**src/hdl/cxyz_pkg.sv**
```systemverilog
package cxyz_pkg;

    localparam int POS_W = 16;
    localparam int ZPOS_W = 15;
    localparam int ZDLY_W = 7;
    localparam int RATE_W = 9;
    localparam int ERR_W = 10;
    localparam int CNT_W = 5;
    localparam int VEL_W = 8;
    localparam int IDX_W = 8;

    // delay table depth; the speed index is clamped to its last entry
    localparam int DELAY_ENTRIES = 100;
    localparam int RELOAD_BASE = 20;
    // x/5 == (x*205)>>10 for any 8-bit x
    localparam int DIV5_MUL = 205;
    localparam int DIV5_SHIFT = 10;

    localparam int IN_DATA_W = 40;
    localparam int OUT_DATA_W = 56;
    localparam int ADDR_W = 5;

    typedef logic signed [POS_W-1:0] pos_t;
    typedef logic [ZPOS_W-1:0] zpos_t;

    typedef enum logic [1:0] {
        CMD_TICK = 2'd0,
        CMD_VEL  = 2'd1,
        CMD_ZTGT = 2'd2
    } cmd_e;

    typedef enum logic [2:0] {
        REG_X_MIN   = 3'd0,
        REG_X_MAX   = 3'd1,
        REG_Y_MIN   = 3'd2,
        REG_Y_MAX   = 3'd3,
        REG_Z_MIN   = 3'd4,
        REG_Z_MAX   = 3'd5,
        REG_Z_DELAY = 3'd6
    } reg_idx_e;

    typedef struct packed {
        logic [1:0]              command;
        logic signed [VEL_W-1:0] vel_x;
        logic signed [VEL_W-1:0] vel_y;
        logic [IDX_W-1:0]        speed_index;
        logic signed [15:0]      z_goal;
    } item_t;

    typedef struct packed {
        pos_t              x_min;
        pos_t              x_max;
        pos_t              y_min;
        pos_t              y_max;
        zpos_t             z_min;
        zpos_t             z_max;
        logic [ZDLY_W-1:0] z_delay;
    } cfg_t;

    typedef struct packed {
        logic step_a;
        logic step_b;
        logic dir_a;
        logic dir_b;
        pos_t x_pos;
        pos_t y_pos;
    } xy_res_t;

    typedef struct packed {
        logic  step_z;
        logic  dir_z;
        zpos_t z_pos;
        logic  busy;
        logic  accepted;
    } z_res_t;

    typedef struct packed {
        logic ok;
        pos_t x;
        pos_t y;
    } move_t;

    // one motor step: motor a moves (s,s), motor b moves (s,-s); refused outside the box
    function automatic move_t try_move(pos_t px, pos_t py, logic neg, logic is_b, cfg_t cfg);
        logic signed [POS_W:0] one;
        logic signed [POS_W:0] mone;
        logic signed [POS_W:0] nx;
        logic signed [POS_W:0] ny;
        move_t m;
        one = (POS_W+1)'(1);
        mone = '1;
        nx = {px[POS_W-1], px} + (neg ? mone : one);
        ny = {py[POS_W-1], py} + ((neg ^ is_b) ? mone : one);
        m.ok = (nx >= $signed({cfg.x_min[POS_W-1], cfg.x_min}))
            && (nx <= $signed({cfg.x_max[POS_W-1], cfg.x_max}))
            && (ny >= $signed({cfg.y_min[POS_W-1], cfg.y_min}))
            && (ny <= $signed({cfg.y_max[POS_W-1], cfg.y_max}));
        m.x = nx[POS_W-1:0];
        m.y = ny[POS_W-1:0];
        return m;
    endfunction

endpackage

```
**src/hdl/cxyz_xy_stepper.sv**
```systemverilog
module cxyz_xy_stepper (
    input  logic              aclk,
    input  logic              aresetn,
    input  logic              advance,
    input  cxyz_pkg::item_t   item,
    input  cxyz_pkg::cfg_t    cfg,
    output cxyz_pkg::xy_res_t res
);
    import cxyz_pkg::*;

    localparam logic [IDX_W-1:0] IDX_MAX = IDX_W'(DELAY_ENTRIES - 1);

    pos_t              pos_x_reg, pos_x_next;
    pos_t              pos_y_reg, pos_y_next;
    logic              en_a_reg, en_a_next;
    logic              en_b_reg, en_b_next;
    logic              neg_a_reg, neg_a_next;
    logic              neg_b_reg, neg_b_next;
    logic [RATE_W-1:0] rate_a_reg, rate_a_next;
    logic [RATE_W-1:0] rate_b_reg, rate_b_next;
    logic [ERR_W-1:0]  err_a_reg, err_a_next;
    logic [ERR_W-1:0]  err_b_reg, err_b_next;
    logic [CNT_W-1:0]  cnt_reg, cnt_next;
    logic [CNT_W-1:0]  reload_reg, reload_next;
    logic              dir_a_reg, dir_a_next;
    logic              dir_b_reg, dir_b_next;

    logic                     fire;
    logic                     a_first;
    move_t                    m1, m2;
    logic                     step_first, step_second, second_due;
    pos_t                     p1_x, p1_y;
    logic [ERR_W-1:0]         err_sum, err_new;
    logic [ERR_W-1:0]         rate_first;
    logic signed [RATE_W-1:0] va, vb;
    logic [IDX_W-1:0]         idx;
    logic [2*IDX_W-1:0]       prod;
    logic [IDX_W-DIV5_SHIFT+IDX_W-1:0] quot;
    logic [CNT_W:0]           diff;
    logic [CNT_W-1:0]         reload_calc;

    always_comb begin
        // bresenham step: faster motor first, slower one from the updated position
        fire = cnt_reg <= CNT_W'(1);
        a_first = rate_a_reg >= rate_b_reg;
        m1 = try_move(pos_x_reg, pos_y_reg, a_first ? neg_a_reg : neg_b_reg, !a_first, cfg);
        step_first = (a_first ? en_a_reg : en_b_reg) && m1.ok;
        p1_x = step_first ? m1.x : pos_x_reg;
        p1_y = step_first ? m1.y : pos_y_reg;
        err_sum = (a_first ? err_a_reg : err_b_reg)
            + ERR_W'(a_first ? rate_b_reg : rate_a_reg);
        rate_first = ERR_W'(a_first ? rate_a_reg : rate_b_reg);
        second_due = err_sum >= rate_first;
        err_new = second_due ? err_sum - rate_first : err_sum;
        m2 = try_move(p1_x, p1_y, a_first ? neg_b_reg : neg_a_reg, a_first, cfg);
        step_second = second_due && (a_first ? en_b_reg : en_a_reg) && m2.ok;

        va = RATE_W'(item.vel_x) + RATE_W'(item.vel_y);
        vb = RATE_W'(item.vel_x) - RATE_W'(item.vel_y);
        idx = (item.speed_index > IDX_MAX) ? IDX_MAX : item.speed_index;
        prod = (2*IDX_W)'(idx) * (2*IDX_W)'(DIV5_MUL);
        quot = prod[2*IDX_W-1:DIV5_SHIFT];
        diff = (CNT_W+1)'(RELOAD_BASE) - (CNT_W+1)'(quot);
        reload_calc = (quot >= ($bits(quot))'(RELOAD_BASE)) ? CNT_W'(1) : diff[CNT_W-1:0];

        pos_x_next = pos_x_reg;
        pos_y_next = pos_y_reg;
        en_a_next = en_a_reg;
        en_b_next = en_b_reg;
        neg_a_next = neg_a_reg;
        neg_b_next = neg_b_reg;
        rate_a_next = rate_a_reg;
        rate_b_next = rate_b_reg;
        err_a_next = err_a_reg;
        err_b_next = err_b_reg;
        cnt_next = cnt_reg;
        reload_next = reload_reg;
        dir_a_next = dir_a_reg;
        dir_b_next = dir_b_reg;
        res.step_a = 1'b0;
        res.step_b = 1'b0;

        case (item.command)
            CMD_TICK: begin
                if (fire) begin
                    res.step_a = a_first ? step_first : step_second;
                    res.step_b = a_first ? step_second : step_first;
                    pos_x_next = step_second ? m2.x : p1_x;
                    pos_y_next = step_second ? m2.y : p1_y;
                    if (a_first) begin
                        err_a_next = err_new;
                    end else begin
                        err_b_next = err_new;
                    end
                    cnt_next = reload_reg;
                end else begin
                    cnt_next = cnt_reg - CNT_W'(1);
                end
            end
            CMD_VEL: begin
                if (item.vel_x == '0 && item.vel_y == '0) begin
                    rate_a_next = '0;
                    rate_b_next = '0;
                    en_a_next = 1'b0;
                    en_b_next = 1'b0;
                    neg_a_next = 1'b0;
                    neg_b_next = 1'b0;
                end else begin
                    en_a_next = 1'b1;
                    en_b_next = 1'b1;
                    neg_a_next = va[RATE_W-1];
                    neg_b_next = vb[RATE_W-1];
                    // magnitude of -256 wraps to 256 when read unsigned
                    rate_a_next = va[RATE_W-1] ? RATE_W'(-va) : RATE_W'(va);
                    rate_b_next = vb[RATE_W-1] ? RATE_W'(-vb) : RATE_W'(vb);
                    err_a_next = '0;
                    err_b_next = '0;
                    dir_a_next = !va[RATE_W-1];
                    dir_b_next = !vb[RATE_W-1];
                    reload_next = reload_calc;
                end
            end
            default: begin
            end
        endcase

        res.dir_a = dir_a_next;
        res.dir_b = dir_b_next;
        res.x_pos = pos_x_next;
        res.y_pos = pos_y_next;
    end

    always_ff @(posedge aclk) begin
        if (!aresetn) begin
            pos_x_reg <= '0;
            pos_y_reg <= '0;
            en_a_reg <= 1'b0;
            en_b_reg <= 1'b0;
            neg_a_reg <= 1'b0;
            neg_b_reg <= 1'b0;
            rate_a_reg <= '0;
            rate_b_reg <= '0;
            err_a_reg <= '0;
            err_b_reg <= '0;
            cnt_reg <= '0;
            reload_reg <= CNT_W'(RELOAD_BASE);
            dir_a_reg <= 1'b0;
            dir_b_reg <= 1'b0;
        end else if (advance) begin
            pos_x_reg <= pos_x_next;
            pos_y_reg <= pos_y_next;
            en_a_reg <= en_a_next;
            en_b_reg <= en_b_next;
            neg_a_reg <= neg_a_next;
            neg_b_reg <= neg_b_next;
            rate_a_reg <= rate_a_next;
            rate_b_reg <= rate_b_next;
            err_a_reg <= err_a_next;
            err_b_reg <= err_b_next;
            cnt_reg <= cnt_next;
            reload_reg <= reload_next;
            dir_a_reg <= dir_a_next;
            dir_b_reg <= dir_b_next;
        end
    end

endmodule

```
**src/hdl/cxyz_z_axis.sv**
```systemverilog
module cxyz_z_axis (
    input  logic             aclk,
    input  logic             aresetn,
    input  logic             advance,
    input  cxyz_pkg::item_t  item,
    input  cxyz_pkg::cfg_t   cfg,
    output cxyz_pkg::z_res_t res
);
    import cxyz_pkg::*;

    zpos_t             pos_reg, pos_next;
    zpos_t             left_reg, left_next;
    logic              up_reg, up_next;
    logic [ZDLY_W-1:0] cd_reg, cd_next;
    logic              active_reg, active_next;
    logic              dir_reg, dir_next;

    zpos_t             t_raw, t_clamp;
    logic              up_move;
    logic [ZDLY_W-1:0] cd_dec;

    always_comb begin
        t_raw = item.z_goal[ZPOS_W-1:0];
        // low bound is checked first; when the bounds cross, a target below z_min takes z_min and any other takes z_max
        if (t_raw < cfg.z_min) begin
            t_clamp = cfg.z_min;
        end else if (t_raw > cfg.z_max) begin
            t_clamp = cfg.z_max;
        end else begin
            t_clamp = t_raw;
        end
        up_move = t_clamp > pos_reg;
        cd_dec = (cd_reg != '0) ? cd_reg - ZDLY_W'(1) : cd_reg;

        pos_next = pos_reg;
        left_next = left_reg;
        up_next = up_reg;
        cd_next = cd_reg;
        active_next = active_reg;
        dir_next = dir_reg;
        res.step_z = 1'b0;
        res.accepted = 1'b0;

        case (item.command)
            CMD_TICK: begin
                cd_next = cd_dec;
                if (cd_dec == '0 && active_reg) begin
                    if (left_reg == '0) begin
                        active_next = 1'b0;
                    end else begin
                        dir_next = up_reg;
                        res.step_z = 1'b1;
                        if (up_reg) begin
                            pos_next = pos_reg + ZPOS_W'(1);
                        end else if (pos_reg != '0) begin
                            pos_next = pos_reg - ZPOS_W'(1);
                        end
                        left_next = left_reg - ZPOS_W'(1);
                        cd_next = cfg.z_delay;
                    end
                end
            end
            CMD_ZTGT: begin
                if (!active_reg && !item.z_goal[15] && t_clamp != pos_reg) begin
                    up_next = up_move;
                    left_next = up_move ? t_clamp - pos_reg : pos_reg - t_clamp;
                    active_next = 1'b1;
                    res.accepted = 1'b1;
                end
            end
            default: begin
            end
        endcase

        res.dir_z = dir_next;
        res.z_pos = pos_next;
        res.busy = active_next;
    end

    always_ff @(posedge aclk) begin
        if (!aresetn) begin
            pos_reg <= '0;
            left_reg <= '0;
            up_reg <= 1'b0;
            cd_reg <= '0;
            active_reg <= 1'b0;
            dir_reg <= 1'b0;
        end else if (advance) begin
            pos_reg <= pos_next;
            left_reg <= left_next;
            up_reg <= up_next;
            cd_reg <= cd_next;
            active_reg <= active_next;
            dir_reg <= dir_next;
        end
    end

endmodule

```
**src/hdl/corexy_z_step_generator.sv**
```systemverilog
// CoreXY step generator with a Z axis. Each transfer on the s_ side is a timer tick
// (tuser 0), a planar velocity (tuser 1) or a Z target (tuser 2); every item gives exactly
// one result transfer on the m_ side with the step pulses, pin levels and tracked
// positions after that item. An item is captured in an input register, the XY and Z
// updates are one pass of adds and compares, and the result lands in an output
// register, where it is held until the m_ side takes it. A new item is taken every cycle
// while the output side keeps up. Limits and the Z step delay must be written over the
// APB port only while the stream is idle; the block itself does not enforce this.
module corexy_z_step_generator (
    input  logic                            aclk,
    input  logic                            aresetn,
    // apb configuration
    input  logic                            psel,
    input  logic                            penable,
    input  logic                            pwrite,
    input  logic [cxyz_pkg::ADDR_W-1:0]     paddr,
    input  logic [31:0]                     pwdata,
    output logic [31:0]                     prdata,
    output logic                            pready,
    // input stream
    input  logic                            s_tvalid,
    output logic                            s_tready,
    // vel_x[7:0], vel_y[15:8], speed_index[23:16], z_goal[39:24]
    input  logic [cxyz_pkg::IN_DATA_W-1:0]  s_tdata,
    // command[1:0]
    input  logic [1:0]                      s_tuser,
    // result stream
    output logic                            m_tvalid,
    input  logic                            m_tready,
    // step_a[0], step_b[1], dir_a[2], dir_b[3], step_z[4], dir_z[5], x_position[21:6],
    // y_position[37:22], z_position[52:38], z_busy[53], z_accepted[54], zero[55]
    output logic [cxyz_pkg::OUT_DATA_W-1:0] m_tdata
);
    import cxyz_pkg::*;

    cfg_t    cfg_reg;
    item_t   item_reg;
    logic    in_valid_reg;
    logic    out_valid_reg;
    logic [OUT_DATA_W-1:0] out_data_reg;

    logic    advance;
    logic    cfg_wr;
    xy_res_t xy_res;
    z_res_t  z_res;

    assign pready = 1'b1;
    assign cfg_wr = psel && penable && pwrite && pready;

    always_ff @(posedge aclk) begin
        if (!aresetn) begin
            cfg_reg.x_min <= pos_t'(-32768);
            cfg_reg.x_max <= pos_t'(32767);
            cfg_reg.y_min <= pos_t'(-32768);
            cfg_reg.y_max <= pos_t'(32767);
            cfg_reg.z_min <= '0;
            cfg_reg.z_max <= '1;
            cfg_reg.z_delay <= ZDLY_W'(2);
        end else if (cfg_wr) begin
            unique case (paddr[4:2])
                REG_X_MIN:   cfg_reg.x_min <= pwdata[POS_W-1:0];
                REG_X_MAX:   cfg_reg.x_max <= pwdata[POS_W-1:0];
                REG_Y_MIN:   cfg_reg.y_min <= pwdata[POS_W-1:0];
                REG_Y_MAX:   cfg_reg.y_max <= pwdata[POS_W-1:0];
                REG_Z_MIN:   cfg_reg.z_min <= pwdata[ZPOS_W-1:0];
                REG_Z_MAX:   cfg_reg.z_max <= pwdata[ZPOS_W-1:0];
                REG_Z_DELAY: cfg_reg.z_delay <= pwdata[ZDLY_W-1:0];
                default: begin
                end
            endcase
        end
    end

    always_comb begin
        unique case (paddr[4:2])
            REG_X_MIN:   prdata = 32'({16'd0, cfg_reg.x_min});
            REG_X_MAX:   prdata = 32'({16'd0, cfg_reg.x_max});
            REG_Y_MIN:   prdata = 32'({16'd0, cfg_reg.y_min});
            REG_Y_MAX:   prdata = 32'({16'd0, cfg_reg.y_max});
            REG_Z_MIN:   prdata = 32'(cfg_reg.z_min);
            REG_Z_MAX:   prdata = 32'(cfg_reg.z_max);
            REG_Z_DELAY: prdata = 32'(cfg_reg.z_delay);
            default:     prdata = '0;
        endcase
    end

    // the held item is processed when the output register is free or being drained
    assign advance = in_valid_reg && (!out_valid_reg || m_tready);
    assign s_tready = !in_valid_reg || advance;

    always_ff @(posedge aclk) begin
        if (!aresetn) begin
            in_valid_reg <= 1'b0;
        end else if (s_tready) begin
            in_valid_reg <= s_tvalid;
        end
    end

    always_ff @(posedge aclk) begin
        if (s_tready && s_tvalid) begin
            item_reg.command <= s_tuser;
            item_reg.vel_x <= s_tdata[7:0];
            item_reg.vel_y <= s_tdata[15:8];
            item_reg.speed_index <= s_tdata[23:16];
            item_reg.z_goal <= s_tdata[39:24];
        end
    end

    cxyz_xy_stepper u_xy (
        .aclk    (aclk),
        .aresetn (aresetn),
        .advance (advance),
        .item    (item_reg),
        .cfg     (cfg_reg),
        .res     (xy_res)
    );

    cxyz_z_axis u_z (
        .aclk    (aclk),
        .aresetn (aresetn),
        .advance (advance),
        .item    (item_reg),
        .cfg     (cfg_reg),
        .res     (z_res)
    );

    always_ff @(posedge aclk) begin
        if (!aresetn) begin
            out_valid_reg <= 1'b0;
        end else if (advance) begin
            out_valid_reg <= 1'b1;
        end else if (m_tready) begin
            out_valid_reg <= 1'b0;
        end
    end

    always_ff @(posedge aclk) begin
        if (advance) begin
            out_data_reg <= {1'b0, z_res.accepted, z_res.busy, z_res.z_pos,
                             xy_res.y_pos, xy_res.x_pos, z_res.dir_z, z_res.step_z,
                             xy_res.dir_b, xy_res.dir_a, xy_res.step_b, xy_res.step_a};
        end
    end

    assign m_tvalid = out_valid_reg;
    assign m_tdata = out_data_reg;

    a_steps_only_on_tick: assert property (@(posedge aclk) disable iff (!aresetn)
        advance && item_reg.command != CMD_TICK
        |-> !xy_res.step_a && !xy_res.step_b && !z_res.step_z)
        else $error("step pulse on a non-tick item");

    a_accept_sets_busy: assert property (@(posedge aclk) disable iff (!aresetn)
        advance && z_res.accepted |-> z_res.busy && item_reg.command == CMD_ZTGT)
        else $error("z move accepted without going busy");

    a_result_follows: assert property (@(posedge aclk) disable iff (!aresetn)
        advance |=> m_tvalid)
        else $error("processed item did not reach the output register");

endmodule
```
**config.mk**
```make
export PLATFORM = sky130hd
export DESIGN_NAME = corexy_z_step_generator
export DESIGN_NICKNAME = d
export VERILOG_FILES = /design/src/hdl/cxyz_pkg.sv /design/src/hdl/cxyz_xy_stepper.sv /design/src/hdl/cxyz_z_axis.sv /design/src/hdl/corexy_z_step_generator.sv
export SDC_FILE = /design/constraint.sdc
export NUM_CORES = 1
export LEC_CHECK = 0
export ABC_AREA = 1
export BUFFER_PORTS_ARGS = -buffer_cell sky130_fd_sc_hd__buf_2
export CAP_MARGIN = 20
export CORE_MARGIN = 2
export CORE_UTILIZATION = 25
export CTS_CLUSTER_DIAMETER = 40
export DETAILED_ROUTE_END_ITERATION = 8
export HOLD_SLACK_MARGIN = 0.06
export PLACE_DENSITY = 0.45
export SETUP_SLACK_MARGIN = 0.15
export SLEW_MARGIN = 20
export SYNTH_ARGS = -nofsm -noshare
export SYNTH_HDL_FRONTEND = slang
export SYNTH_SLANG_ARGS = --single-unit
```
**constraint.sdc**
```tcl
create_clock -name aclk -period 12.5 [get_ports aclk]
set_clock_uncertainty 0.2 [all_clocks]
set_input_delay 2.5 -clock aclk [delete_from_list [all_inputs] [get_ports aclk]]
set_output_delay 2.5 -clock aclk [all_outputs]
set_load 0.005 [all_outputs]
```
# After elaboration in Yosys (flattened, before gate mapping)
# Cells that the tools add are included.
[totals]
reg_bits = 325
[classes]
n_eq_ne = 16
n_reduce_logical = 53
addsub = 18
n_bitwise = 3
n_mul = 1
n_mux = 68
order_cmp = 16
[op_table]
columns = ["operator", "count"]
rows = [
  ["15-bit 2-to-1 mux", 11],
  ["16-bit 2-to-1 mux", 8],
  ["16-bit one-hot mux with 7 select lines", 1],
  ["10-bit 2-to-1 mux", 7],
  ["17-bit adder", 4],
  ["17-bit by 16-bit >= comparator with 1-bit output", 4],
  ["17-bit by 16-bit less-or-equal comparator with 1-bit output", 4],
  ["17-bit 2-to-1 mux", 4],
  ["9-bit 2-to-1 mux", 6],
  ["10-bit one-hot mux with 2 select lines", 2],
  ["15-bit > comparator", 2],
  ["15-bit one-hot mux with 2 select lines", 1],
  ["15-bit by 1-bit subtractor with 15-bit output (second input constant)", 2],
  ["15-bit subtractor", 2],
  ["2-bit AND reduction", 11],
  ["1-bit 2-to-1 mux", 21],
  ["7-bit 2-to-1 mux", 3],
  ["9-bit negation", 2],
  ["1-bit logical AND", 17],
  ["8-bit logical NOT", 2],
  ["8-bit by 8-bit multiplier with 16-bit output (second input constant)", 1],
  ["15-bit by 1-bit adder with 15-bit output (second input constant)", 1],
  ["15-bit logical NOT", 1],
  ["15-bit less-than comparator", 1],
  ["other kinds (35)", 57],
]

# Logic depth before layout (Yosys ltp)
[logic_depth]
ltp_word = 19
mapped_depth = 72
mapped_depth_nobuf = 68

# Modules after synthesis
# A second synthesis with hierarchy kept.
[hier_totals]
cells_unflattened = 4226
area_unflattened_um2 = 28835.2
[by_module_without_submodules]
columns = ["module", "cells_each", "instances", "area_each_um2"]
rows = [
  ["cxyz_xy_stepper", 2255, 1, 14626.5],
  ["corexy_z_step_generator", 889, 1, 8195.4],
  ["cxyz_z_axis", 1082, 1, 6013.3],
]

# Worst setup path before layout
# No wires, ideal clock.
[synth_path]
kind = "reg-to-reg"
start = "register u_xy.rate_b_reg[8]"
end = "register u_xy.pos_x_reg[15]"
setup_slack_ns = 2.771
path_buffers = 2
setup_ns = 0.112
path_stages_with_launch = 64
arrival_ns = 9.417
path_cell_list = "dfxtp_1 inv_1 ha_1 nand2_1 nor2_1 nand3b_1 nand4_2 inv_2 clkbuf_1 o21ai_0 ha_1 a21oi_1 nand2_1 a21boi_1 o21ai_1 a21boi_1 o21ai_1 nand3_1 [28 not listed] xor2_1 inv_1 ha_1 a21oi_1 o21bai_1 a221oi_1 nand3_1 nand2_1 nand3_1 nor2_1 nand2_1 nor2_8 buf_4 nand3_1 nand2_1 nand3_1 nand2_1 inv_1"
[synth_via]
elab_chain_len = 19
elab_cells_between_ends = 41
[synth_rtl]
columns = ["element", "line", "text"]
rows = [
  ["start, declared", "cxyz_xy_stepper.sv:20", "logic [RATE_W-1:0] rate_b_reg, rate_b_next;"],
  ["start signal, assigned", "cxyz_xy_stepper.sv:157", "rate_b_reg <= rate_b_next;"],
  ["9-bit >= comparator", "cxyz_xy_stepper.sv:45", "a_first = rate_a_reg >= rate_b_reg;"],
  ["1-bit 2-to-1 mux or 1-bit logical NOT (tied branches)", "cxyz_xy_stepper.sv:46", "m1 = try_move(pos_x_reg, pos_y_reg, a_first ? neg_a_reg : neg_b_reg, !a_first, cfg);"],
  ["1-bit XOR or 17-bit 2-to-1 mux (tied branches)", "cxyz_pkg.sv:93, cxyz_pkg.sv:92", ""],
  ["17-bit 2-to-1 mux or 17-bit adder (tied branches)", "cxyz_pkg.sv:93, cxyz_pkg.sv:92", ""],
  ["17-bit adder, or another cell as far along", "cxyz_pkg.sv:93", "ny = {py[POS_W-1], py} + ((neg ^ is_b) ? mone : one);"],
  ["17-bit by 16-bit >= comparator with 1-bit output or 1-bit logical AND (tied branches)", "cxyz_pkg.sv:96, cxyz_pkg.sv:95", ""],
  ["1-bit logical AND", "cxyz_pkg.sv:96", "&& (ny >= $signed({cfg.y_min[POS_W-1], cfg.y_min}))"],
  ["1-bit logical AND", "cxyz_pkg.sv:97", "&& (ny <= $signed({cfg.y_max[POS_W-1], cfg.y_max}));"],
  ["[3 not listed]", "--", ""],
  ["17-bit by 16-bit >= comparator with 1-bit output or 17-bit by 16-bit less-or-equal comparator with 1-bit output (tied branches)", "cxyz_pkg.sv:94, cxyz_pkg.sv:95", ""],
  ["1-bit logical AND", "cxyz_pkg.sv:95", "&& (nx <= $signed({cfg.x_max[POS_W-1], cfg.x_max}))"],
  ["1-bit logical AND", "cxyz_pkg.sv:96", ""],
  ["1-bit logical AND", "cxyz_pkg.sv:97", ""],
  ["1-bit logical AND", "cxyz_xy_stepper.sv:56", "step_second = second_due && (a_first ? en_b_reg : en_a_reg) && m2.ok;"],
  ["16-bit 2-to-1 mux *", "cxyz_xy_stepper.sv:88", "pos_x_next = step_second ? m2.x : p1_x;"],
  ["16-bit 2-to-1 mux *", "cxyz_xy_stepper.sv:85", "if (fire) begin"],
  ["16-bit 2-to-1 mux *", "cxyz_xy_stepper.sv:83", "case (item.command)"],
  ["end signal, assigned", "cxyz_xy_stepper.sv:150", "pos_x_reg <= pos_x_next;"],
  ["end, declared", "cxyz_xy_stepper.sv:13", "pos_t pos_x_reg, pos_x_next;"],
]
# Every way passes the cells marked *; elsewhere a longest branch is shown, timed or not.
# A chain may end at the register's enable or synchronous reset.

# Worst setup path in the final report
[layout_path]
start = "register u_xy.rate_b_reg[8]"
end = "register out_data_reg[8] (netlist: m_tdata[8]), data pin"
[layout_via]
elab_chain_len = 19
elab_cells_between_ends = 41
[layout_rtl]
columns = ["element", "line", "text"]
rows = [
  ["9-bit >= comparator", "cxyz_xy_stepper.sv:45", ""],
  ["1-bit 2-to-1 mux or 1-bit logical NOT (tied branches)", "cxyz_xy_stepper.sv:46", ""],
  ["1-bit XOR or 17-bit 2-to-1 mux (tied branches)", "cxyz_pkg.sv:93, cxyz_pkg.sv:92", ""],
  ["17-bit 2-to-1 mux or 17-bit adder (tied branches)", "cxyz_pkg.sv:93, cxyz_pkg.sv:92", ""],
  ["17-bit adder, or another cell as far along", "cxyz_pkg.sv:93", ""],
  ["17-bit by 16-bit >= comparator with 1-bit output or 1-bit logical AND (tied branches)", "cxyz_pkg.sv:96, cxyz_pkg.sv:95", ""],
  ["1-bit logical AND", "cxyz_pkg.sv:96", ""],
  ["1-bit logical AND", "cxyz_pkg.sv:97", ""],
  ["[4 not listed]", "--", ""],
  ["1-bit logical AND", "cxyz_pkg.sv:95", ""],
  ["1-bit logical AND", "cxyz_pkg.sv:96", ""],
  ["1-bit logical AND", "cxyz_pkg.sv:97", ""],
  ["1-bit logical AND", "cxyz_xy_stepper.sv:56", ""],
  ["16-bit 2-to-1 mux *", "cxyz_xy_stepper.sv:88", ""],
  ["16-bit 2-to-1 mux *", "cxyz_xy_stepper.sv:85", ""],
  ["16-bit 2-to-1 mux *", "cxyz_xy_stepper.sv:83", ""],
  ["named net u_xy.pos_x_next[2]", "cxyz_xy_stepper.sv:13", ""],
  ["end signal, assigned", "corexy_z_step_generator.sv:139", "out_data_reg <= {1'b0, z_res.accepted, z_res.busy, z_res.z_pos,"],
  ["end, declared", "corexy_z_step_generator.sv:40", "logic [OUT_DATA_W-1:0] out_data_reg;"],
]
# Mark *: on every way through the listed nets, which the timed path passes. The rest lies on a longest branch.

==> results.py <==
metrics = {
    "pwr": {
        "clkPwrFrac_pct": 42.2,
        "combPwrFrac_pct": 35.1,
        "total_power_mw": 5.173,
        "swShare_pct": 37.85,
        "seqPwrFrac_pct": 22.7,
        "power.leakage_nw": 14.90,
        "ir_drop_mv": 0.1080,
        "powerDensity_nw_per_um2": 164.4,
        "p_sw_mw": 1.958,
        "p_int_mw": 3.215,
    },
    "synthesis": {
        "ys.warnings.count": 0,
        "ys_types": 73,
        "synth_top_family_by_area": "compound AO/OA/AOI/OAI gates",
        "synth_edf_count": 97,
        "synth_mux_area_share_pct": 0.03793,
        "synth_seq_cells": 324,
        "synthSimpleGateAreaFrac_pct": 18.24,
        "synth_fa_ha_area_share_pct": 18.14,
        "synthFlopType": "dfxtp_1",
        "synthXorXnorAreaFrac_pct": 3.911,
        "synthArstFlopShare_pct": 0,
        "syn_avg_cell_area_um2": 7.333,
        "synth_area_um2": 26390,
        "synth-seq-area-share_pct": 28.26,
        "synth_compound_gate_area_share_pct": 21.37,
        "netlist_instances": 3599,
    },
    "critical_path": {
        "crit_required_ps": 12680,
        "rr_startpoint": "u_xy.rate_b_reg[8]$_SDFFE_PN0P_",
        "cp_slowest_cell": "o311ai_0",
        "rrSetupSlack_ps": 1390,
        "endpoint": "m_tdata[8]$_DFFE_PP_",
        "path_depth": 59,
        "worstSetupStartpointType": "flip-flop",
        "path_max_fanout": 28,
        "max_stage_delay_ps": 650,
        "crit_buf_inv": 8,
        "crit_start": "u_xy.rate_b_reg[8]$_SDFFE_PN0P_",
        "crit_top_cell": "nand2_1",
        "path_class": "flip-flop to flip-flop",
        "reg2regPathDepth": 59,
        "cp-end-kind": "flip-flop",
        "crit_family": "simple AND/OR/NAND/NOR gates",
        "reg2reg_to": "m_tdata[8]$_DFFE_PP_",
        "cp.arrival_ps": 11290,
    },
    "clock_network": {
        "htree_num_levels": 3,
        "cts_root_buffer": "clkbuf_16",
        "clock-sinks": 324,
        "cts_tree": "done",
        "clkLatencyLatePin_ps": 660,
        "clk_pin_slew_ps": 40,
        "cts.path.max_buffers": 3,
        "cts-buffers-inserted": 80,
    },
    "detailed_routing": {
        "routed_via_density": 4.671,
        "drt_iter0_markers": 1599,
        "ant_nets": 0,
        "wl_per_cell_um": 17.15,
        "drtPass1Iterations": 5,
        "wl_um": 89310,
        "vias": 24325,
        "drc": 0,
    },
    "placement": {
        "dpl-instance-area_um2": 28560,
        "dpl.hpwl_um": 68970,
        "io_buffers": 140,
        "preCtsSetupSlack_ps": 979.6,
        "gp_congestion": 0.8842,
    },
    "finish": {
        "final_nets": 4204,
        "design_area_um2": 31470,
        "largest_reg_flops": 101,
        "drive_above_1_share_pct": 9.932,
        "n_fill_cell": 11439,
        "area_growth_pct": 19.23,
    },
    "floorplan": {
        "dieHeight_um": 328.9,
        "fp-row-count": 119,
        "initial_core_util_pct": 25.14,
        "dieArea_um2": 108200,
        "coreArea_um2": 105000,
        "die_x_um": 328.9,
        "pin_count": 177,
    },
    "global_route": {
        "top_usage_layer": "met2",
        "grt_max_degree": 69,
        "grt_pass1_wl_um": 137000,
        "grt_pass1_vias": 23300,
        "grt.overflow.total": 0,
        "grt_use_met3_pct": 2.870,
        "met1_usage_pct": 22.35,
        "antenna_found_initial": 1,
        "use_met2_pct": 26.03,
        "grt_usage_pct": 16.38,
    },
    "sta": {
        "fin_crit_sh_pct": 88.88,
        "final_max_slew_viol_count": 0,
        "tns_ps": 0,
        "finalHoldViolCount": 0,
        "rsz0062_at_grt": "false",
        "fmax_mhz": 90.01,
        "fin_ws_ps": 1391,
        "setup_viol": 0,
        "fin_crit_ps": 11110,
        "tightest_slew_ps": 1075,
        "slew_headroom_pct": 27.57,
    },
    "flow_run": {
        "cap_violations": 0,
    },
    "min_path": {
        "hp-class": "flip-flop to flip-flop",
    },
    "status": {
        "status": "finished, final reports clean",
    },
}
==> through the flow <==
step / hold slack, ps / utilization (%) / std cells
6_report: 264.0 / 29.98 / 5208
3_3_place_gp: 253.7 / 27.21 / 5053
3_5_place_dp: 257.4 / 27.21 / 5053
2_1_floorplan: 243.4 / - / 3620
4_1_cts: 264.6 / 29.92 / 5203
5_1_grt: 291.9 / 29.97 / 5207
==> synth_stat cells (12+ instances only) <==
library cell  number  area [µm²]
buf_2             18       90.09
nand3_1          111       555.5
nand4_1           41       256.5
fa_1              21       420.4
edfxtp_1          97        2913
a21oi_1          411        2057
xnor2_1           30       262.8
o21ai_0          313        1567
o22ai_1           15       93.84
clkbuf_1          86       322.8
nand2_1          648        2432
inv_1            524        1967
a31oi_1           12       75.07
o221ai_1          15       131.4
nor3_1            41       205.2
buf_4             20       150.1
ha_1             349        4367
dfxtp_1          227        4544
a221oi_1          20       175.2
xor2_1            86       753.2
o211ai_1          72       540.5
a21o_1            12       90.09
nor4_1            18       112.6
o21ai_1           52       260.3
nor2_1           196       735.7
or2_1             12       75.07
or2_2             14       87.58
o21bai_1          19       142.6
==> power by group through the flow <==
stage / combinational, mW / sequential [mW] / clock (mW)
detailed placement: 1.80 / 1.19 / 0
CTS: 1.82 / 1.17 / 2.24
global route: 2.08 / 1.18 / 2.29
finish: 1.82 / 1.17 / 2.18
global placement: 1.80 / 1.19 / 0
floorplan: 1.32 / 1.18 / 0
==> per-layer routing <==
layer	wire, µm	vias up
li1	-	12543
met1	42440	11137
met2	39610	520
met3	4784	125
met4	2469	0
met5	0	-
==> tightest hold or removal path, cell delays in order (launching register included) <==
cell,delay (ps)
dfxtp_1,300
nand2_1,60
a21oi_1,50
==> cells by family after synthesis <==
group,after synthesis
xor gates and xnor gates,117
and+or+nand+nor,1120
DFF,324
other,2
AOI/OAI and AO/OA,1000
adders and majority gates,370
buffers and inverters,665
muxes,1
==> worst min-delay path by stage <==
stage	start	to	slack, ps	cells past startpoint
finish	u_xy.rate_b_reg[2]$_SDFFE_PN0P_	u_xy.rate_b_reg[2]$_SDFFE_PN0P_	260	2
global route	u_xy.rate_b_reg[3]$_SDFFE_PN0P_	u_xy.rate_b_reg[3]$_SDFFE_PN0P_	290	2
CTS	u_xy.rate_b_reg[2]$_SDFFE_PN0P_	u_xy.rate_b_reg[2]$_SDFFE_PN0P_	260	2
detailed placement	u_xy.rate_b_reg[2]$_SDFFE_PN0P_	u_xy.rate_b_reg[2]$_SDFFE_PN0P_	260	2
global placement	u_xy.rate_b_reg[4]$_SDFFE_PN0P_	u_xy.rate_b_reg[4]$_SDFFE_PN0P_	250	2
floorplan	u_xy.reload_reg[2]$_SDFFE_PN1P_	u_xy.reload_reg[2]$_SDFFE_PN1P_	240	2
==> area by class of cell <==
cell class              instances  area [µm²]  share of cell area (%)
multi-input cells            2631       16400                   52.13
flip-flops and latches        324        7457                   23.70
clock buffers                  94        2178                   6.923
inverters                     535        2031                   6.454
well taps                    1391        1740                   5.531
repair buffers                176       985.9                   3.133
clock inverters                56       668.1                   2.123
diodes                          1       2.502                0.007953
==> cells in the final DEF (no fill, tap or decap), drive strengths merged, types with 6 or more instances in the layout <==
master and count:
nor3 44, and2 7, o21bai 19, or2 28, o22ai 17, a221oi 20
conb 23, clkinv 29, a211oi 12, nand3 117, buf 176, nand2 653
nor4 18, a31oi 12, bufinv 9, o21a 10, o2111ai 6, dfxtp 227
o211ai 72, xnor2 30, inv 542, nor2 200, fa 21, xor2 87
o221ai 15, a21o 12, a21oi 411, nand4 42, edfxtp 97, clkbuf 94
ha 349, clkinvlp 11, o21ai 368, nand3b 6
==> what timing repair did <==
item / in CTS / in global routing
hold buffers: 0 / 0
setup endpoints to repair: 0 / 66
buffers inserted: 0 / 4
resized for setup: 0 / 5
(Power assumes the default switching activity.)
